===== src/rtl/core/vms_pkg.sv =====
`default_nettype none

package vms_pkg;

  localparam int PIX_W      = 8;
  localparam int IDX_W      = 5;
  localparam int SUM_W      = 24;
  localparam int D2_W       = 18;
  localparam int ROOT_W     = 35;
  localparam int ROOT_STEPS = 17;
  localparam int STEP_W     = 5;
  localparam int CFG_AW     = 3;
  localparam int CFG_DW     = 32;

  localparam logic [ROOT_W-1:0] ROOT_BIT0 = ROOT_W'(64'h1_0000_0000);
  localparam logic [CFG_AW-1:0] REG_DISTANCE_MODE = CFG_AW'(0);

  typedef enum logic [1:0] {
    MODE_NONE      = 2'd0,
    MODE_EUCLID    = 2'd1,
    MODE_MANHATTAN = 2'd2,
    MODE_CHESS     = 2'd3
  } dist_mode_t;

  typedef enum logic [3:0] {
    ST_IDLE,
    ST_RD_I,
    ST_LD_I,
    ST_RD_J,
    ST_DIFF,
    ST_DIST,
    ST_MUL,
    ST_ROOT,
    ST_ACC,
    ST_CMP,
    ST_EMIT
  } state_t;

endpackage

`default_nettype wire


===== src/rtl/core/vms_if.sv =====
`default_nettype none

interface vms_in_if import vms_pkg::*; ();
  logic             valid;
  logic             ready;
  logic [PIX_W-1:0] red;
  logic [PIX_W-1:0] green;
  logic [PIX_W-1:0] blue;
  logic             last_pixel;

  modport source (output valid, red, green, blue, last_pixel, input ready);
  modport sink (input valid, red, green, blue, last_pixel, output ready);
endinterface

interface vms_out_if import vms_pkg::*; ();
  logic             valid;
  logic             ready;
  logic [IDX_W-1:0] median_index;
  logic [PIX_W-1:0] median_red;
  logic [PIX_W-1:0] median_green;
  logic [PIX_W-1:0] median_blue;
  logic             overflow;

  modport source (output valid, median_index, median_red, median_green, median_blue,
                  overflow, input ready);
  modport sink (input valid, median_index, median_red, median_green, median_blue,
                overflow, output ready);
endinterface

`default_nettype wire


===== src/rtl/core/vms_ram.sv =====
`default_nettype none

module vms_ram #(
  parameter int WIDTH = 24,
  parameter int DEPTH = 9
) (
  input  wire logic                     clk,
  input  wire logic                     we,
  input  wire logic [$clog2(DEPTH)-1:0] waddr,
  input  wire logic [WIDTH-1:0]         wdata,
  input  wire logic                     re,
  input  wire logic [$clog2(DEPTH)-1:0] raddr,
  output logic      [WIDTH-1:0]         rdata
);

  logic [WIDTH-1:0] mem [DEPTH];

  always_ff @(posedge clk) begin
    if (we) begin
      mem[waddr] <= wdata;
    end
    if (re) begin
      rdata <= mem[raddr];
    end
  end

endmodule

`default_nettype wire


===== src/rtl/core/vector_median_select_unit.sv =====
// Vector median selector for a neighborhood of RGB pixels.
// Pixels arrive on in_bus, one per beat, and are stored in load order in a
// small RAM. A beat with last_pixel set closes the neighborhood. The block
// then sums, for each stored pixel, its distances to all other stored pixels
// and returns on out_bus one beat with the index and color of the pixel with
// the smallest sum (the earliest on a tie) and the overflow flag. Pixels
// beyond MAX_POINTS are dropped and raise overflow. The distance mode is set
// through the APB port at byte address 0 (1 Euclidean, 2 Manhattan,
// 3 chessboard, 0 all zero) and resets to Euclidean.
// After the last beat, one shared datapath (an 8x8 multiplier and a
// 2-bit-per-cycle square root) walks all ordered pairs of stored pixels;
// in_bus is not ready during that time.
// The result sits in an output register; new pixels are taken while it waits,
// and the next result waits until the receiver takes the previous one.
// Reset is synchronous and clears the pixel count, overflow and out valid.

`default_nettype none

module vector_median_select_unit import vms_pkg::*; #(
  parameter int MAX_POINTS = 9
) (
  input  wire logic              clk,
  input  wire logic              rst_n,
  vms_in_if.sink                 in_bus,
  vms_out_if.source              out_bus,
  input  wire logic              psel,
  input  wire logic              penable,
  input  wire logic              pwrite,
  input  wire logic [CFG_AW-1:0] paddr,
  input  wire logic [CFG_DW-1:0] pwdata,
  output logic      [CFG_DW-1:0] prdata,
  output logic                   pready
);

  localparam int AW = $clog2(MAX_POINTS);
  localparam int CW = $clog2(MAX_POINTS + 1);
  localparam int PW = 3 * PIX_W;

  state_t            state_r, state_nxt;
  dist_mode_t        mode_r;
  logic [CW-1:0]     count_r, count_nxt;
  logic              ovf_r, ovf_nxt;
  logic [CW-1:0]     i_r, i_nxt;
  logic [CW-1:0]     j_r, j_nxt;
  logic [STEP_W-1:0] step_r, step_nxt;
  logic [PW-1:0]     pi_r, pi_nxt;
  logic [PIX_W-1:0]  dr_r, dr_nxt, dg_r, dg_nxt, db_r, db_nxt;
  logic [D2_W-1:0]   d2_r, d2_nxt;
  logic [ROOT_W-1:0] rem_r, rem_nxt, res_r, res_nxt, bit_r, bit_nxt;
  logic [SUM_W-1:0]  sum_r, sum_nxt, best_sum_r, best_sum_nxt;
  logic [CW-1:0]     best_idx_r, best_idx_nxt;
  logic [PW-1:0]     best_pix_r, best_pix_nxt;
  logic              out_valid_r, out_valid_nxt;
  logic [IDX_W-1:0]  out_idx_r, out_idx_nxt;
  logic [PW-1:0]     out_pix_r, out_pix_nxt;
  logic              out_ovf_r, out_ovf_nxt;

  logic              in_acc, ram_we, ram_re;
  logic [AW-1:0]     ram_raddr;
  logic [PW-1:0]     ram_rdata;
  logic              store_full, last_i, emit_go, root_ge;
  logic [PIX_W-1:0]  pj_r, pj_g, pj_b, mul_a, m_rg;
  logic [2*PIX_W-1:0] sq;
  logic [SUM_W-1:0]  pair_dist;
  logic [ROOT_W-1:0] trial;

  assign in_bus.ready = (state_r == ST_IDLE);
  assign in_acc       = in_bus.valid && in_bus.ready;
  assign store_full   = (count_r == CW'(MAX_POINTS));
  assign ram_we       = in_acc && !store_full;
  assign last_i       = (CW'(i_r + 1'b1) == count_r);
  assign emit_go      = !out_valid_r || out_bus.ready;

  vms_ram #(.WIDTH(PW), .DEPTH(MAX_POINTS)) u_store (
    .clk   (clk),
    .we    (ram_we),
    .waddr (count_r[AW-1:0]),
    .wdata ({in_bus.red, in_bus.green, in_bus.blue}),
    .re    (ram_re),
    .raddr (ram_raddr),
    .rdata (ram_rdata)
  );

  assign pj_r  = ram_rdata[PW-1 -: PIX_W];
  assign pj_g  = ram_rdata[2*PIX_W-1 -: PIX_W];
  assign pj_b  = ram_rdata[PIX_W-1:0];
  assign m_rg  = (dr_r > dg_r) ? dr_r : dg_r;
  assign trial = res_r + bit_r;
  assign root_ge = (rem_r >= trial);
  assign sq    = mul_a * mul_a;

  always_comb begin
    case (step_r)
      STEP_W'(0): mul_a = dr_r;
      STEP_W'(1): mul_a = dg_r;
      default:    mul_a = db_r;
    endcase
  end

  always_comb begin
    case (mode_r)
      MODE_MANHATTAN: pair_dist = SUM_W'(dr_r) + SUM_W'(dg_r) + SUM_W'(db_r);
      MODE_CHESS:     pair_dist = SUM_W'((m_rg > db_r) ? m_rg : db_r);
      default:        pair_dist = '0;
    endcase
  end

  always_comb begin
    state_nxt = state_r;
    unique case (state_r)
      ST_IDLE: begin
        if (in_acc && in_bus.last_pixel) begin
          state_nxt = ST_RD_I;
        end
      end
      ST_RD_I: state_nxt = ST_LD_I;
      ST_LD_I: state_nxt = ST_RD_J;
      ST_RD_J: begin
        if (j_r == count_r) begin
          state_nxt = ST_CMP;
        end else if (j_r != i_r) begin
          state_nxt = ST_DIFF;
        end
      end
      ST_DIFF: state_nxt = ST_DIST;
      ST_DIST: state_nxt = (mode_r == MODE_EUCLID) ? ST_MUL : ST_RD_J;
      ST_MUL: begin
        if (step_r == STEP_W'(2)) begin
          state_nxt = ST_ROOT;
        end
      end
      ST_ROOT: begin
        if (step_r == STEP_W'(ROOT_STEPS - 1)) begin
          state_nxt = ST_ACC;
        end
      end
      ST_ACC: state_nxt = ST_RD_J;
      ST_CMP: state_nxt = last_i ? ST_EMIT : ST_RD_I;
      ST_EMIT: begin
        if (emit_go) begin
          state_nxt = ST_IDLE;
        end
      end
      default: state_nxt = ST_IDLE;
    endcase
  end

  always_comb begin
    count_nxt     = count_r;
    ovf_nxt       = ovf_r;
    i_nxt         = i_r;
    j_nxt         = j_r;
    step_nxt      = step_r;
    pi_nxt        = pi_r;
    dr_nxt        = dr_r;
    dg_nxt        = dg_r;
    db_nxt        = db_r;
    d2_nxt        = d2_r;
    rem_nxt       = rem_r;
    res_nxt       = res_r;
    bit_nxt       = bit_r;
    sum_nxt       = sum_r;
    best_sum_nxt  = best_sum_r;
    best_idx_nxt  = best_idx_r;
    best_pix_nxt  = best_pix_r;
    out_valid_nxt = out_valid_r && !out_bus.ready;
    out_idx_nxt   = out_idx_r;
    out_pix_nxt   = out_pix_r;
    out_ovf_nxt   = out_ovf_r;
    ram_re        = 1'b0;
    ram_raddr     = i_r[AW-1:0];
    unique case (state_r)
      ST_IDLE: begin
        i_nxt = '0;
        if (in_acc) begin
          if (store_full) begin
            ovf_nxt = 1'b1;
          end else begin
            count_nxt = CW'(count_r + 1'b1);
          end
        end
      end
      ST_RD_I: begin
        ram_re = 1'b1;
      end
      ST_LD_I: begin
        pi_nxt  = ram_rdata;
        sum_nxt = '0;
        j_nxt   = '0;
      end
      ST_RD_J: begin
        ram_raddr = j_r[AW-1:0];
        if (j_r != count_r) begin
          if (j_r == i_r) begin
            j_nxt = CW'(j_r + 1'b1);
          end else begin
            ram_re = 1'b1;
          end
        end
      end
      ST_DIFF: begin
        dr_nxt = (pi_r[PW-1 -: PIX_W] >= pj_r) ? pi_r[PW-1 -: PIX_W] - pj_r
                                               : pj_r - pi_r[PW-1 -: PIX_W];
        dg_nxt = (pi_r[2*PIX_W-1 -: PIX_W] >= pj_g) ? pi_r[2*PIX_W-1 -: PIX_W] - pj_g
                                                    : pj_g - pi_r[2*PIX_W-1 -: PIX_W];
        db_nxt = (pi_r[PIX_W-1:0] >= pj_b) ? pi_r[PIX_W-1:0] - pj_b
                                           : pj_b - pi_r[PIX_W-1:0];
      end
      ST_DIST: begin
        step_nxt = '0;
        d2_nxt   = '0;
        if (mode_r != MODE_EUCLID) begin
          sum_nxt = sum_r + pair_dist;
          j_nxt   = CW'(j_r + 1'b1);
        end
      end
      ST_MUL: begin
        d2_nxt = d2_r + D2_W'(sq);
        if (step_r == STEP_W'(2)) begin
          step_nxt = '0;
          rem_nxt  = ROOT_W'({d2_nxt, 16'h0000});
          res_nxt  = '0;
          bit_nxt  = ROOT_BIT0;
        end else begin
          step_nxt = STEP_W'(step_r + 1'b1);
        end
      end
      ST_ROOT: begin
        step_nxt = STEP_W'(step_r + 1'b1);
        bit_nxt  = bit_r >> 2;
        if (root_ge) begin
          rem_nxt = rem_r - trial;
          res_nxt = (res_r >> 1) + bit_r;
        end else begin
          res_nxt = res_r >> 1;
        end
      end
      ST_ACC: begin
        sum_nxt = sum_r + res_r[SUM_W-1:0];
        j_nxt   = CW'(j_r + 1'b1);
      end
      ST_CMP: begin
        if (i_r == '0 || sum_r < best_sum_r) begin
          best_sum_nxt = sum_r;
          best_idx_nxt = i_r;
          best_pix_nxt = pi_r;
        end
        i_nxt = CW'(i_r + 1'b1);
      end
      ST_EMIT: begin
        if (emit_go) begin
          out_valid_nxt = 1'b1;
          out_idx_nxt   = IDX_W'(best_idx_r);
          out_pix_nxt   = best_pix_r;
          out_ovf_nxt   = ovf_r;
          count_nxt     = '0;
          ovf_nxt       = 1'b0;
        end
      end
      default: begin
      end
    endcase
  end

  always_ff @(posedge clk) begin
    if (!rst_n) begin
      state_r     <= ST_IDLE;
      mode_r      <= MODE_EUCLID;
      count_r     <= '0;
      ovf_r       <= 1'b0;
      i_r         <= '0;
      j_r         <= '0;
      step_r      <= '0;
      out_valid_r <= 1'b0;
    end else begin
      state_r     <= state_nxt;
      count_r     <= count_nxt;
      ovf_r       <= ovf_nxt;
      i_r         <= i_nxt;
      j_r         <= j_nxt;
      step_r      <= step_nxt;
      out_valid_r <= out_valid_nxt;
      if (psel && penable && pwrite && paddr == REG_DISTANCE_MODE) begin
        mode_r <= dist_mode_t'(pwdata[1:0]);
      end
    end
  end

  always_ff @(posedge clk) begin
    pi_r       <= pi_nxt;
    dr_r       <= dr_nxt;
    dg_r       <= dg_nxt;
    db_r       <= db_nxt;
    d2_r       <= d2_nxt;
    rem_r      <= rem_nxt;
    res_r      <= res_nxt;
    bit_r      <= bit_nxt;
    sum_r      <= sum_nxt;
    best_sum_r <= best_sum_nxt;
    best_idx_r <= best_idx_nxt;
    best_pix_r <= best_pix_nxt;
    out_idx_r  <= out_idx_nxt;
    out_pix_r  <= out_pix_nxt;
    out_ovf_r  <= out_ovf_nxt;
  end

  assign pready = 1'b1;
  assign prdata = (paddr == REG_DISTANCE_MODE) ? CFG_DW'(mode_r) : '0;

  assign out_bus.valid        = out_valid_r;
  assign out_bus.median_index = out_idx_r;
  assign out_bus.median_red   = out_pix_r[PW-1 -: PIX_W];
  assign out_bus.median_green = out_pix_r[2*PIX_W-1 -: PIX_W];
  assign out_bus.median_blue  = out_pix_r[PIX_W-1:0];
  assign out_bus.overflow     = out_ovf_r;

  a_count_bound: assert property (@(posedge clk) disable iff (!rst_n)
    count_r <= CW'(MAX_POINTS))
    else $error("Pixel count exceeds the store depth.");

  a_last_starts_select: assert property (@(posedge clk) disable iff (!rst_n)
    in_acc && in_bus.last_pixel |=> state_r == ST_RD_I && count_r != '0)
    else $error("A last beat did not start a selection over a nonempty store.");

  a_best_in_range: assert property (@(posedge clk) disable iff (!rst_n)
    state_r == ST_EMIT |-> best_idx_r < count_r)
    else $error("Selected index lies outside the stored pixels.");

  a_emit_loads_out: assert property (@(posedge clk) disable iff (!rst_n)
    state_r == ST_EMIT && emit_go |=> out_valid_r && state_r == ST_IDLE && count_r == '0)
    else $error("A finished selection was not handed to the output register.");

endmodule

`default_nettype wire

===== src/flat_wrapper.sv =====
// flat-port wrapper written by rule: the top's interface ports become plain ports
module vector_median_select_unit_flat import vms_pkg::*;
#(
  parameter int MAX_POINTS = 9
)
  (clk, rst_n, psel, penable, pwrite, paddr, pwdata, prdata, pready, in_bus_valid, in_bus_red, in_bus_green, in_bus_blue, in_bus_last_pixel, in_bus_ready, out_bus_valid, out_bus_median_index, out_bus_median_red, out_bus_median_green, out_bus_median_blue, out_bus_overflow, out_bus_ready);
  vms_in_if in_bus_i ();
  vms_out_if out_bus_i ();
  input  wire logic clk;
  input  wire logic rst_n;
  input  wire logic psel;
  input  wire logic penable;
  input  wire logic pwrite;
  input  wire logic [CFG_AW-1:0] paddr;
  input  wire logic [CFG_DW-1:0] pwdata;
  output logic      [CFG_DW-1:0] prdata;
  output logic pready;
  input wire logic [$bits(in_bus_i.valid)-1:0] in_bus_valid;
  input wire logic [$bits(in_bus_i.red)-1:0] in_bus_red;
  input wire logic [$bits(in_bus_i.green)-1:0] in_bus_green;
  input wire logic [$bits(in_bus_i.blue)-1:0] in_bus_blue;
  input wire logic [$bits(in_bus_i.last_pixel)-1:0] in_bus_last_pixel;
  output wire logic [$bits(in_bus_i.ready)-1:0] in_bus_ready;
  output wire logic [$bits(out_bus_i.valid)-1:0] out_bus_valid;
  output wire logic [$bits(out_bus_i.median_index)-1:0] out_bus_median_index;
  output wire logic [$bits(out_bus_i.median_red)-1:0] out_bus_median_red;
  output wire logic [$bits(out_bus_i.median_green)-1:0] out_bus_median_green;
  output wire logic [$bits(out_bus_i.median_blue)-1:0] out_bus_median_blue;
  output wire logic [$bits(out_bus_i.overflow)-1:0] out_bus_overflow;
  input wire logic [$bits(out_bus_i.ready)-1:0] out_bus_ready;
  assign in_bus_i.valid = in_bus_valid;
  assign in_bus_i.red = in_bus_red;
  assign in_bus_i.green = in_bus_green;
  assign in_bus_i.blue = in_bus_blue;
  assign in_bus_i.last_pixel = in_bus_last_pixel;
  assign in_bus_ready = in_bus_i.ready;
  assign out_bus_valid = out_bus_i.valid;
  assign out_bus_median_index = out_bus_i.median_index;
  assign out_bus_median_red = out_bus_i.median_red;
  assign out_bus_median_green = out_bus_i.median_green;
  assign out_bus_median_blue = out_bus_i.median_blue;
  assign out_bus_overflow = out_bus_i.overflow;
  assign out_bus_i.ready = out_bus_ready;
  vector_median_select_unit #(.MAX_POINTS(MAX_POINTS)) u_core (.clk(clk), .rst_n(rst_n), .in_bus(in_bus_i), .out_bus(out_bus_i), .psel(psel), .penable(penable), .pwrite(pwrite), .paddr(paddr), .pwdata(pwdata), .prdata(prdata), .pready(pready));
endmodule

===== config.mk =====
export PLATFORM = sky130hd
export DESIGN_NAME = vector_median_select_unit_flat
export DESIGN_NICKNAME = d
export VERILOG_FILES = /design/src/rtl/core/vms_pkg.sv /design/src/rtl/core/vms_if.sv /design/src/rtl/core/vms_ram.sv /design/src/rtl/core/vector_median_select_unit.sv /design/src/flat_wrapper.sv
export SDC_FILE = /design/constraint.sdc
export NUM_CORES = 1
export LEC_CHECK = 0
export BUFFER_PORTS_ARGS = -buffer_cell sky130_fd_sc_hd__buf_2
export CAP_MARGIN = 20
export CELL_PAD_IN_SITES_DETAIL_PLACEMENT = 1
export CELL_PAD_IN_SITES_GLOBAL_PLACEMENT = 1
export CORE_AREA = 2 2 270 246
export CTS_BUF_LIST = sky130_fd_sc_hd__clkbuf_16
export CTS_CLUSTER_SIZE = 16
export DETAILED_ROUTE_END_ITERATION = 8
export DIE_AREA = 0 0 272 248
export GPL_TIMING_DRIVEN = 0
export PLACE_DENSITY_LB_ADDON = 0.12
export SLEW_MARGIN = 10
export SYNTH_ARGS = -nofsm -noshare
export SYNTH_HDL_FRONTEND = slang
export SYNTH_SLANG_ARGS = --single-unit
export TNS_END_PERCENT = 1

===== constraint.sdc =====
create_clock -name clk -period 9.95 [get_ports clk]
set_clock_uncertainty 0.2 [all_clocks]
set_input_delay 0.995 -clock clk [delete_from_list [all_inputs] [get_ports clk]]
set_output_delay 0.995 -clock clk [all_outputs]
set_load 0.01 [all_outputs]

After elaboration in Yosys (flattened, before gate mapping)
Memory sizes are Yosys's and may differ from the RTL's. A register that Yosys moved wholly into a read port is not among the register bits.
Cells that the tools add are included.

word-level totals
  bits of input ports = 67
  memories = 1
  memory bits (writable) = 216
  output and inout bits = 65
  register bits after elaboration = 301
  word-level logic and storage cells = 168

memory list
  name                depth  width  read ports  clocked after memory_dff  wr ports  RTL line       source
  u_core.u_store.mem  9      24     1           1                         1         vms_ram.sv:16  logic [WIDTH-1:0] mem [DEPTH];

operators by class
  reductions and logical operators = 33
  $lt $le $gt $ge = 7
  muxes and demuxes = 50
  equality and inequality tests = 35
  add/subtract/negate cells = 18
  multiply operators = 1

operator list
  cell                                                              count
  35-bit one-hot mux with 2 select lines                            3
  35-bit 2-to-1 mux                                                 5
  24-bit one-hot mux with 3 select lines                            1
  4-bit 2-to-1 mux                                                  13
  24-bit adder                                                      2
  24-bit one-hot mux with 2 select lines                            1
  8-bit subtractor                                                  6
  8-bit 2-to-1 mux                                                  5
  4-bit one-hot mux with 10 select lines                            1
  18-bit one-hot mux with 2 select lines                            1
  34-bit by 35-bit adder with 35-bit output                         1
  35-bit adder                                                      1
  35-bit >= comparator                                              1
  35-bit subtractor                                                 1
  24-bit by 8-bit adder with 24-bit output                          1
  8-bit >= comparator                                               3
  24-bit < comparator                                               1
  24-bit 2-to-1 mux                                                 1
  18-bit by 16-bit adder with 18-bit output                         1
  4-bit by 3-bit == test with 1-bit output (second input constant)  4
  4-bit == test (second input constant)                             4
  8-bit > comparator                                                2
  8-bit by 8-bit multiplier with 16-bit output                      1
  2-bit by 1-bit != test with 1-bit output (second input constant)  8
  other kinds (37)                                                  76

Depth between registers and ports, before layout
Gate-level depths: netlist (run 1).

  word-level depth = 8
  depth in mapped cells = 32
  mapped depth without buffers = 30

Hierarchy
Synthesis (run 1) repeated with hierarchy kept, for this count alone.

second synthesis, totals
  cells, all modules = 2,663
  area, all modules = 30,903.4 sq um

by module, submodules not included
  module                     cells each  area an instance (sq um)  instances  seq. area each (sq um)
  vector_median_select_unit  2,186       21,703.3                  1          8,247.9
  vms_ram                    477         9,200.1                   1          7,206.9

Worst setup path before layout (run 1)
Ideal clock, no wire load.

  path kind = register -> register
  start point = register u_core.res_r[2]
  end point = register u_core.rem_r[0], enable pin
  arrival time = 6,666 ps
  clock period less this slack = 7,347 ps
  setup time = 481 ps
  data required time = 9,269 ps
  cell stages (with the launch flop) = 20
  buffers on the path = 3
  slack = 2,603 ps
  cells stage by stage = edfxtp_1 -> ha_1 -> a31oi_1 -> o21ai_1 -> a21oi_1 -> o21ai_1 -> a21oi_1 -> o21ai_1 -> a31o_2 -> xnor2_1 -> ha_1 -> clkbuf_1 -> and3_1 -> nand2_1 -> o31ai_1 -> a221oi_1 -> and2_1 -> buf_6 -> buf_2 -> a21boi_0

between the ends
  longest elaborated chain between the ends = 4

ends and longest elaborated chain
  what                                                       RTL line                          source
  start, declared                                            vector_median_select_unit.sv:49   logic [ROOT_W-1:0] rem_r, rem_nxt, res_r, res_nxt, bit_r, bit_nxt;
  start signal, assigned                                     vector_median_select_unit.sv:296  res_r <= res_nxt;
  35-bit adder                                               vector_median_select_unit.sv:88   assign trial = res_r + bit_r;
  35-bit >= comparator                                       vector_median_select_unit.sv:89   assign root_ge = (rem_r >= trial);
  2-bit by 1-bit != test with 1-bit output (no source line)  -
  3-bit AND reduction (no source line)                       -
  end signal, assigned                                       vector_median_select_unit.sv:295  rem_r <= rem_nxt;
  end, declared                                              vector_median_select_unit.sv:49

No other way between the ends.
A chain may end at the register's enable or synchronous reset.

Worst setup path in the final report (run 1)
  start point = register u_core.step_r[2]
  end point = register u_core.rem_r[32], data pin

between the ends
  longest elaborated chain between the ends = 6
  elaborated cells between the ends (all ways) = 7

ends and longest elaborated chain
  what                                                                         RTL line                          source
  start, declared                                                              vector_median_select_unit.sv:45   logic [STEP_W-1:0] step_r, step_nxt;
  start signal, assigned                                                       vector_median_select_unit.sv:281  step_r <= step_nxt;
  5-bit by 1-bit == test with 1-bit output or 5-bit zero test (tied branches)  vector_median_select_unit.sv:93   case (step_r)
  8-bit one-hot mux with 2 select lines (*)                                    vector_median_select_unit.sv:93
  8-bit by 8-bit multiplier with 16-bit output (*)                             vector_median_select_unit.sv:90   assign sq = mul_a * mul_a;
  18-bit by 16-bit adder with 18-bit output (*)                                vector_median_select_unit.sv:218  d2_nxt = d2_r + D2_W'(sq);
  35-bit 2-to-1 mux (*)                                                        vector_median_select_unit.sv:219  if (step_r == STEP_W'(2)) begin
  35-bit one-hot mux with 2 select lines (*)                                   vector_median_select_unit.sv:172  unique case (state_r)
  net u_core.rem_nxt[32]                                                       vector_median_select_unit.sv:49

Mark *: on every way through the listed nets, which the timed path passes. The rest lies on a longest branch. The select of a mux whose other input is x is not followed.

==> results of run 1 <==
## cells by family after synthesis
family          synth area share (%)
mux                             5.53
other cells                   0.0244
fa+ha+maj                       13.2
xor+xnor                        4.81
compound gates                  11.6
simple gates                    9.94
flops                           50.3
buf+inv                         4.59
## through the flow
step | std cells | power (mW)
after floorplan | 2668 | 3.26
after global placement | 3601 | 3.50
after CTS | 3720 | 5.75
final | 3723 | 5.71
after global routing | 3723 | 5.93
after detailed placement | 3614 | 3.56
## cells in the final DEF, fill, tap and decap left out, types with 49 or more instances in the layout
cell type,n
edfxtp_1,498
ha_1,247
nor2_1,233
inv_1,226
a21oi_1,160
nand2_1,141
o21ai_0,123
xor2_1,87
xnor2_1,82
buf_2,80
clkbuf_1,66
clkbuf_16,57
a21o_1,54
and2_1,53
mux2i_1,53
fa_1,49
## Yosys cell counts, drive strengths merged (22+ instances only)
master,instances,area [sq um]
xnor2,82,718
nor2,234,878
ha,247,3090
mux2i,53,531
buf,51,344
fa,49,981
a21o,54,405
a211oi,25,193
a31oi,45,282
and2,61,382
dfxtp,25,500
a21oi,160,801
clkbuf,66,248
o21a,22,165
nand4,32,200
edfxtp,498,15000
mux4,48,1080
and3,24,155
nand3,22,110
xor2,87,762
nand2b,24,150
o21ai,129,649
nor3,22,110
inv,218,818
nand2,142,536
nor2b,39,244
## worst max-delay path: cells and delay by family, from the launching register on
| kind | cells | cell delay [ps] |
|---|---|---|
| buffers and inverters | 1 | 410 |
| flip-flops | 1 | 360 |
| adder cells (fa/ha/maj) | 5 | 2470 |
| multiplexers | 1 | 110 |
| AND/OR/NAND/NOR | 6 | 1550 |
| XOR/XNOR | 1 | 230 |
| AO/OA/AOI/OAI | 6 | 1900 |
## worst paths after layout
path / slack (ps) / endpoint
hold reg to reg: 220 / u_core.out_pix_r[13]
setup reg to reg: 2410 / u_core.rem_r[32]
hold / removal: 220 / u_core.out_pix_r[13]
setup / recovery: 2410 / u_core.rem_r[32]
## power groups by stage
stage	registers [mW]	clock network, mW	logic, mW
floorplan	2.65	0	0.616
global placement	2.68	0	0.818
detailed placement	2.68	0	0.871
CTS	2.64	2.22	0.887
global route	2.65	2.30	0.990
finish	2.64	2.18	0.890
## metal layers
layer / vias to the layer above / global-route usage, % / wire, microns
met5: - / 0 / 13
met4: 2 / 6.27 / 1700
met3: 91 / 3.40 / 3680
met2: 422 / 39.5 / 37900
met1: 10658 / 35.1 / 38900
li1: 9867 / - / -
## state kept, by name, indices dropped and copies added (netlist names), 18 cells and up
| register | flops |
|---|---|
| u_core.best_pix_r | 24 |
| u_core.best_sum_r | 24 |
| u_core.d2_r | 18 |
| u_core.out_pix_r | 24 |
| u_core.pi_r | 24 |
| u_core.rem_r | 35 |
| u_core.res_r | 35 |
| u_core.sum_r | 24 |
| u_core.u_store.mem | 216 |
| u_core.u_store.rdata | 24 |
## final cells by class
class	instances	area, sq um
tap	864	1080
inverter	218	818
timing repair buffer	84	554
clock inverter	49	478
antenna	1	2.50
sequential	523	15500
buffer	117	592
clock buffer	57	1430
multi-input combinational	1810	14100
fill	6852	30200
==> results.ini, run 1 <==
[critical_path]
max_stage_delay_ps=970
cp_slowest_cell=a21oi_1
crit_arrival_ps=7710
endpoint_kind=flip-flop
setup.worst_path.start_class=flip-flop
critical_path.startpoint=u_core.step_r[2]
critical_path_class=reg2reg
critPathRequiredTime_ps=10120
worstRegToRegCells=20
cpMostUsedCell=fa_1
path_cells=nor3_1, and2_1, clkbuf_1, nor2_1, a21oi_1, nor2_1, fa_1, fa_1, fa_1, fa_1, ha_1, o21a_1, o21ai_0, nand2b_1, o211a_1, or3_1, a21oi_1, a21oi_1, xnor2_1, mux2i_1
timing.rr.start=u_core.step_r[2]
path_max_fanout=10

[clock_network]
clk_pin_slew_ps=60
root_buffer=clkbuf_16
cts_tree=yes
cts_buffers=57
cts_resized=0
cts_setup_buffers=0
htreeDepth=2
hold_buffers=0
clk_latency_ps=650
cts_buffer_depth=3
cts_sinks=523

[power_and_ir_drop]
p_int_mw=4.16
switching_power_mw=1.54
power.density_mw_per_mm2=165
p_leak_nw=13.9
combPwrFrac_pct=15.6
pwr-share-seq_pct=46.2
sw_frac_of_total_pct=27.0
pwr-share-clk_pct=38.2
peakVddDrop_uv=147

[floorplan]
core-area_sq_mm=0.0647
dieArea_sq_mm=0.0675
initial_core_util_pct=47.5
die_x_microns=272
rows=89
die_y_microns=248
pin_count=132

[route]
dr.pass1.iters=5
drt-total-wl_microns=82300
antenna_violating_nets_post_route=0
drcViolationCount=0
wl_per_cell_microns=22.1
vias=21040
viasPerCell=5.65
drt_iter0_markers=1383

[sta]
slew_headroom_pct=21.6
max_freq_mhz=133
hold_viol=0
maxSlewViolCount=0
worst-slew-pin-transition_ps=1180
rsz0062_at_grt=no
layout_setup_ws_ps=2410
min_period_over_period_pct=75.8
setup_viol=0
tns_ps=0
period_minus_slack_ps=7540
fin_hold_ws_ps=219

[logic_synthesis]
synth_area_sq_mm=0.0308
syn_area_per_cell_sq_um=11.7
synth_edf_count=498
ys_types=79
async_flop_share_pct=0
synth_cells=2638
ys.flop_type=edfxtp_1
ys_ff_latch=523
ys.warnings.count=0
synth_seq_area_share_pct=50.3

[cells_and_area]
fin_util_pct=53.3
final_area_sq_mm=0.0345
area_delta_synth_final_pct=12.2
final_nets=3174
drive_gt1_share_pct=11.3

[global_route]
grt_max_degree=29
grt_pass1_vias=22234
antenna_found_initial=8
overflow=0
grt.total_usage_pct=24.5
grt_pass1_wl_microns=128000

[min_path]
holdCritStartpoint=u_core.best_pix_r[13]
hp-class=reg2reg
worstHoldPathCells=0

[flow_run]
drv_cap=0

[place]
place_congestion=0.851
portBuffers=69
postPlaceCellArea_sq_mm=0.0326
dpl.hpwl_microns=60500
pre_cts_ws_ps=2350

[status]
status=finished, final reports clean

No activity file was read; power rests on OpenSTA's default activity.
==> inputs of run 2 (changes only) <==
==> constraint.sdc (replaced) <==
create_clock -name clk -period 7.56 [get_ports clk]
set_clock_uncertainty 0.2 [all_clocks]
set_input_delay 0.756 -clock clk [delete_from_list [all_inputs] [get_ports clk]]
set_output_delay 0.756 -clock clk [all_outputs]
set_load 0.01 [all_outputs]
==> run 2 against run 1 <==
Non-clock buffer count fell by 5. Critical path type unchanged. Fmax up 7.8%. Sequential cell count unchanged. Sequential share of layout area about the same. Worst hold slack got worse by 56 ps. Largest power group unchanged. Cell count is 0.13% lower. Setup slack lost 1800 ps. Via count about the same. Global-route usage about the same. Power up 32%. Sequential power is 31% higher. Count of clock-buffer cells in the layout stayed put.
==> results.ini, run 2 (synthesis gave the netlist of run 1 again) <==
[global_route]
grt_pass1_vias=22235  ; +0.0045%
antenna_found_initial=8  ; unchanged
grt_max_degree=29  ; unchanged
grt_pass1_wl_microns=127000  ; about the same
grt.total_usage_pct=24.5  ; about the same
overflow=0  ; unchanged

[floorplan]
core-area_sq_mm=0.0647  ; unchanged
initial_core_util_pct=47.5  ; unchanged
die_x_microns=272  ; unchanged
die_y_microns=248  ; unchanged
dieArea_sq_mm=0.0675  ; unchanged
pin_count=132  ; unchanged
rows=89  ; unchanged

[clock_network]
cts_sinks=523  ; unchanged
cts_buffers=57  ; unchanged
cts_setup_buffers=0  ; unchanged
htreeDepth=2  ; unchanged
clk_latency_ps=650  ; about the same
cts_buffer_depth=3  ; unchanged
cts_tree=yes
clk_pin_slew_ps=60  ; about the same
root_buffer=clkbuf_16

[critical_path]
reg2reg_slack_ps=560  ; -1840 ps
cp_slowest_cell=or4b_2
critPathCapture=u_core.sum_r[22]
timing.rr.start=u_core.dg_r[5]
setup.worst_path.start_class=flip-flop
max_stage_delay_ps=630  ; -340 ps
endpoint_kind=flip-flop
r2r_end=u_core.sum_r[22]
critical_path_class=reg2reg
critical_path.startpoint=u_core.dg_r[5]
crit_arrival_ps=7250  ; -460 ps
cpMostUsedCell=a21oi_1
critPathRequiredTime_ps=7810  ; -2310 ps
path_max_fanout=10  ; unchanged
worstRegToRegCells=30  ; +50%

[cells_and_area]
mostFrequentLayoutCells=498 x edfxtp_1, 247 x ha_1, 232 x nor2_1, 226 x inv_1, 159 x a21oi_1
largest_reg_flops=216  ; unchanged
largest-register=u_core.u_store.mem
num-fill-cells=6843  ; -0.13%
top_regs=u_core.u_store.mem (216), u_core.rem_r (35), u_core.res_r (35)
drive_gt1_share_pct=11.5  ; +0.23 points
mostFrequentLayoutCell=edfxtp_1
fin_util_pct=53.3  ; about the same
area_delta_synth_final_pct=12.1  ; about the same
final_nets=3169  ; -0.16%

[sta]
maxSlewViolCount=0  ; unchanged
rsz0062_at_grt=no
min_period_over_period_pct=92.5  ; +17 points
fin_hold_ws_ps=163  ; -55.8 ps
max_freq_mhz=143  ; +7.8%
setup_viol=0  ; unchanged
slew_headroom_pct=29.9  ; +8.4 points
worst-slew-pin-transition_ps=1020  ; -155 ps
period_minus_slack_ps=7000  ; -547 ps
tns_ps=0  ; unchanged
hold_viol=0  ; unchanged
layout_setup_ws_ps=564  ; -1840 ps

[route]
dr.pass1.iters=5  ; unchanged
wl_per_cell_microns=22.1  ; about the same
viasPerCell=5.66  ; +0.14%
drt_iter0_markers=1426  ; +3.1%
antenna_violating_nets_post_route=0  ; unchanged
vias=21042  ; +0.0095%
drcViolationCount=0  ; unchanged
drt-total-wl_microns=82200  ; about the same

[place]
pre_cts_ws_ps=-44.9  ; -2390 ps
place_congestion=0.851  ; unchanged
dpl.hpwl_microns=60500  ; unchanged
portBuffers=69  ; unchanged

[power_and_ir_drop]
p_leak_nw=13.9  ; about the same
power.density_mw_per_mm2=218  ; +32%
power_mw=7.51  ; +32%
peakVddDrop_uv=193  ; +31%

[min_path]
holdCritStartpoint=pwdata[0]
hp-class=in2reg

[status]
status=finished, final reports clean

[flow_run]
drv_cap=0  ; unchanged

run 2: where the power goes:
group	leakage (nW)	internal, mW	total (mW)	switching, mW
registers	4.64	3.38	3.47	0.0946
clock network	0.972	1.65	2.87	1.22
logic	8.26	0.457	1.17	0.714
run 2: critical path, delay by kind of cell (launching register included):
family / cells / cell delay [ps]
AOI/OAI and AO/OA: 17 / 3020
adders and majority gates: 4 / 1270
buffers and inverters: 3 / 420
DFF: 1 / 430
muxes: 1 / 380
and+or+nand+nor: 5 / 1090
run 2: worst min path at each step:
stage | to | slack [ps] | depth (start not counted)
2_1_floorplan | u_core.out_bus.median_index[0] | 200 | 0
3_5_place_dp | u_core.out_pix_r[12] | 210 | 0
6_report | u_core.mode_r[0] | 160 | 3
3_3_place_gp | u_core.out_pix_r[13] | 200 | 0
4_1_cts | u_core.mode_r[0] | 120 | 3
5_1_grt | u_core.mode_r[0] | 140 | 3
run 2: cell type report:
cell class	count	area (sq um)	share of cell area, %
flip-flops and latches	523	15500	44.8
multi-input cells	1810	14100	40.9
clock buffers	57	1430	4.14
well taps	864	1080	3.13
inverters	218	818	2.37
plain buffers	113	578	1.68
repair buffers	83	547	1.59
clock inverters	49	478	1.39
diodes	1	2.50	0.00726
run 2: routing by layer:
metal / GRT usage (%) / vias to the layer above / wire, microns
met3: 3.40 / 93 / 3670
met5: 0 / - / 13
li1: - / 9854 / -
met1: 35.0 / 10668 / 38800
met2: 39.5 / 425 / 38000
met4: 6.27 / 2 / 1690
run 2: what timing repair did:
| item | CTS | global route |
|---|---|---|
| hold buffers | 0 | 0 |
| setup endpoints to repair | 2 | 10 |
| gates resized for setup | 1 | 8 |
| hold endpoints to repair | 0 | 0 |
run 2: through the flow:
stage,area [sq um],std cells
after floorplan,30900,2668
after global placement,32300,3601
after detailed placement,32600,3614
after CTS,34500,3720
after global routing,34500,3718
final,34500,3718
==> inputs of run 3 (changes only) <==
--- a/config.mk
+++ b/config.mk
@@ -7,8 +7,6 @@
 export LEC_CHECK = 0
 export BUFFER_PORTS_ARGS = -buffer_cell sky130_fd_sc_hd__buf_2
 export CAP_MARGIN = 20
-export CELL_PAD_IN_SITES_DETAIL_PLACEMENT = 1
-export CELL_PAD_IN_SITES_GLOBAL_PLACEMENT = 1
 export CORE_AREA = 2 2 270 246
 export CTS_BUF_LIST = sky130_fd_sc_hd__clkbuf_16
 export CTS_CLUSTER_SIZE = 16
@@ -16,6 +14,7 @@
 export DIE_AREA = 0 0 272 248
 export GPL_TIMING_DRIVEN = 0
 export PLACE_DENSITY_LB_ADDON = 0.12
+export RECOVER_POWER = 25
 export SLEW_MARGIN = 10
 export SYNTH_ARGS = -nofsm -noshare
 export SYNTH_HDL_FRONTEND = slang
==> run 3 against run 2 <==
First-iteration DRC count up 27%. Non-clock buffer count rose by 1. Worst hold slack improved by 38 ps. Power shrank 2.5%. Sequential power about the same. Clock power shrank 5%. Fmax down 1.8%. Sequential cell count is the same. Die area unchanged. Count of clock-buffer cells in the layout decreased by 1. Design area fell by 0.25%. Global-route usage fell by 2.9 points. Critical path type unchanged. Largest cell class unchanged.
==> results.ini, run 3 (synthesis gave the netlist of run 1 again) <==
[route]
dr.pass1.iters=7  ; +2
drt-total-wl_microns=72800  ; -11%
vias=20593  ; -2.1%
drt_iter0_markers=1817  ; +27%
viasPerCell=5.54  ; -2.1%
antenna_violating_nets_post_route=0  ; unchanged
wl_per_cell_microns=19.6  ; -11%
drcViolationCount=0  ; unchanged

[power_and_ir_drop]
switching_power_mw=1.99  ; -1.7%
peakVddDrop_uv=159  ; -18%
pwr-share-clk_pct=37.4  ; -0.8 points
power.density_mw_per_mm2=213  ; -2.2%
combPwrFrac_pct=15.4  ; -0.2 points
p_leak_nw=13.8  ; -0.83%
sw_frac_of_total_pct=27.2  ; +0.20 points
pwr-share-seq_pct=47.2  ; +1.0 points
p_int_mw=5.33  ; -2.7%

[sta]
fin_hold_ws_ps=202  ; +38.3 ps
worst-slew-pin-transition_ps=1020  ; +2.69 ps
rsz0062_at_grt=yes
hold_viol=0  ; unchanged
maxSlewViolCount=0  ; unchanged
period_minus_slack_ps=7130  ; +131 ps
max_freq_mhz=140  ; -1.8%
min_period_over_period_pct=94.3  ; +1.7 points
setup_viol=0  ; unchanged
slew_headroom_pct=29.8  ; -0.18 points

[cells_and_area]
area_delta_synth_final_pct=11.9
largest-register=u_core.u_store.mem
final_nets=3169  ; unchanged
final_area_sq_mm=0.0344  ; -0.25%
mostFrequentLayoutCells=498 x edfxtp_1, 247 x ha_1, 233 x nor2_1, 226 x inv_1, 157 x a21oi_1
mostFrequentLayoutCell=edfxtp_1
largest_reg_flops=216  ; unchanged
top_regs=u_core.u_store.mem (216), u_core.rem_r (35), u_core.res_r (35)
drive_gt1_share_pct=10.6  ; -0.90 points

[status]
status=finished, final reports clean

[critical_path]
cp_slowest_cell=or4b_2
critPathRequiredTime_ps=7810  ; about the same
timing.rr.start=u_core.dg_r[6]
crit_arrival_ps=7370  ; +120 ps
setup.worst_path.start_class=flip-flop
worstRegToRegCells=30  ; unchanged
endpoint_kind=flip-flop
r2r_end=u_core.sum_r[22]
max_stage_delay_ps=610  ; -20 ps
reg2reg_slack_ps=430  ; -130 ps
path_max_fanout=10  ; unchanged
critical_path_class=reg2reg

[place]
dpl.hpwl_microns=53500  ; -12%
place_congestion=0.907  ; +6.5%
postPlaceCellArea_sq_mm=0.0326  ; about the same
portBuffers=69  ; unchanged

[global_route]
grtUsageMet3_pct=3.70  ; +0.30 points
grt_max_degree=50  ; +72%
antenna_found_initial=5  ; -3
grt_pass1_vias=20381  ; -8.3%
grt_use_met2_pct=34.3  ; -5.2 points
busiest_layer=met2
grt_use_met1_pct=30.3  ; -4.7 points
grt_pass1_wl_microns=113000  ; -11%
grt.total_usage_pct=21.6  ; -2.9 points
overflow=0  ; unchanged

[flow_run]
drv_cap=0  ; unchanged

[min_path]
worstHoldPathCells=3  ; unchanged
hp-class=in2reg
hold_path_end=u_core.mode_r[0]
holdCritStartpoint=pwdata[0]

[floorplan]
die_x_microns=272  ; unchanged
core-area_sq_mm=0.0647  ; unchanged
die_y_microns=248  ; unchanged
dieArea_sq_mm=0.0675  ; unchanged
rows=89  ; unchanged
initial_core_util_pct=47.5  ; unchanged
pin_count=132  ; unchanged

[clock_network]
cts_buffer_depth=3  ; unchanged
htreeDepth=2  ; unchanged
clk_latency_ps=660  ; about the same
cts_resized=0  ; -1
cts_sinks=523  ; unchanged
clk_pin_slew_ps=60  ; about the same
cts_tree=yes
cts_setup_buffers=0  ; unchanged
hold_buffers=0  ; unchanged
root_buffer=clkbuf_16
cts_buffers=56  ; -1.8%

## run 3: metal layers
layer,vias to the layer above,wire (microns),part of all wire (%)
li1,9882,-,-
met5,-,25,0.034
met1,10050,33600,46
met4,4,2090,2.9
met2,527,32800,45
met3,130,4360,6.0
## run 3: layout make-up
type	instances	area, sq um
Tap cell	864	1080
Multi-Input combinational cell	1810	14100
Antenna cell	1	2.50
Fill cell	5569	30300
Inverter	218	818
Buffer	114	581
Clock inverter	46	433
Sequential cell	523	15500
Clock buffer	56	1400
Timing Repair Buffer	83	537
## run 3: worst max path at each step
stage | from | endpoint | depth (start not counted)
2_1_floorplan | u_core.res_r[2] | u_core.rem_r[0] | 19
3_3_place_gp | u_core.res_r[2] | u_core.rem_r[30] | 19
3_5_place_dp | u_core.step_r[2] | u_core.rem_r[33] | 23
4_1_cts | u_core.step_r[3] | u_core.rem_r[32] | 24
5_1_grt | u_core.dg_r[6] | u_core.sum_r[22] | 30
6_report | u_core.dg_r[6] | u_core.sum_r[22] | 30
## run 3: metrics by stage
| stage | setup WS (ps) | setup TNS, ps | power (mW) | util [%] | instances |
|---|---|---|---|---|---|
| after floorplan | 213 | 0 | 4.30 | - | 2668 |
| after global routing | -41.6 | -41.6 | 7.63 | 53.2 | 3715 |
| after detailed placement | 262 | 0 | 4.63 | 50.4 | 3614 |
| final | 433 | 0 | 7.32 | 53.2 | 3715 |
| after CTS | 277 | 0 | 7.38 | 53.2 | 3716 |
| after global placement | -2430 | -86280 | 4.58 | 49.9 | 3601 |
## run 3: critical path, delay by kind of cell (launching register included)
| kind | cells | cell delay (ps) |
|---|---|---|
| mux | 1 | 410 |
| fa+ha+maj | 4 | 1230 |
| flops | 1 | 470 |
| buf+inv | 4 | 580 |
| compound gates | 16 | 2960 |
| simple gates | 5 | 1100 |
## run 3: power by group through the flow
stage          logic [mW]  clock network [mW]  registers [mW]
4_1_cts              1.12                2.80            3.46
3_5_place_dp         1.11                   0            3.52
6_report             1.13                2.74            3.46
3_3_place_gp         1.06                   0            3.52
5_1_grt              1.25                2.91            3.47
2_1_floorplan       0.811                   0            3.48
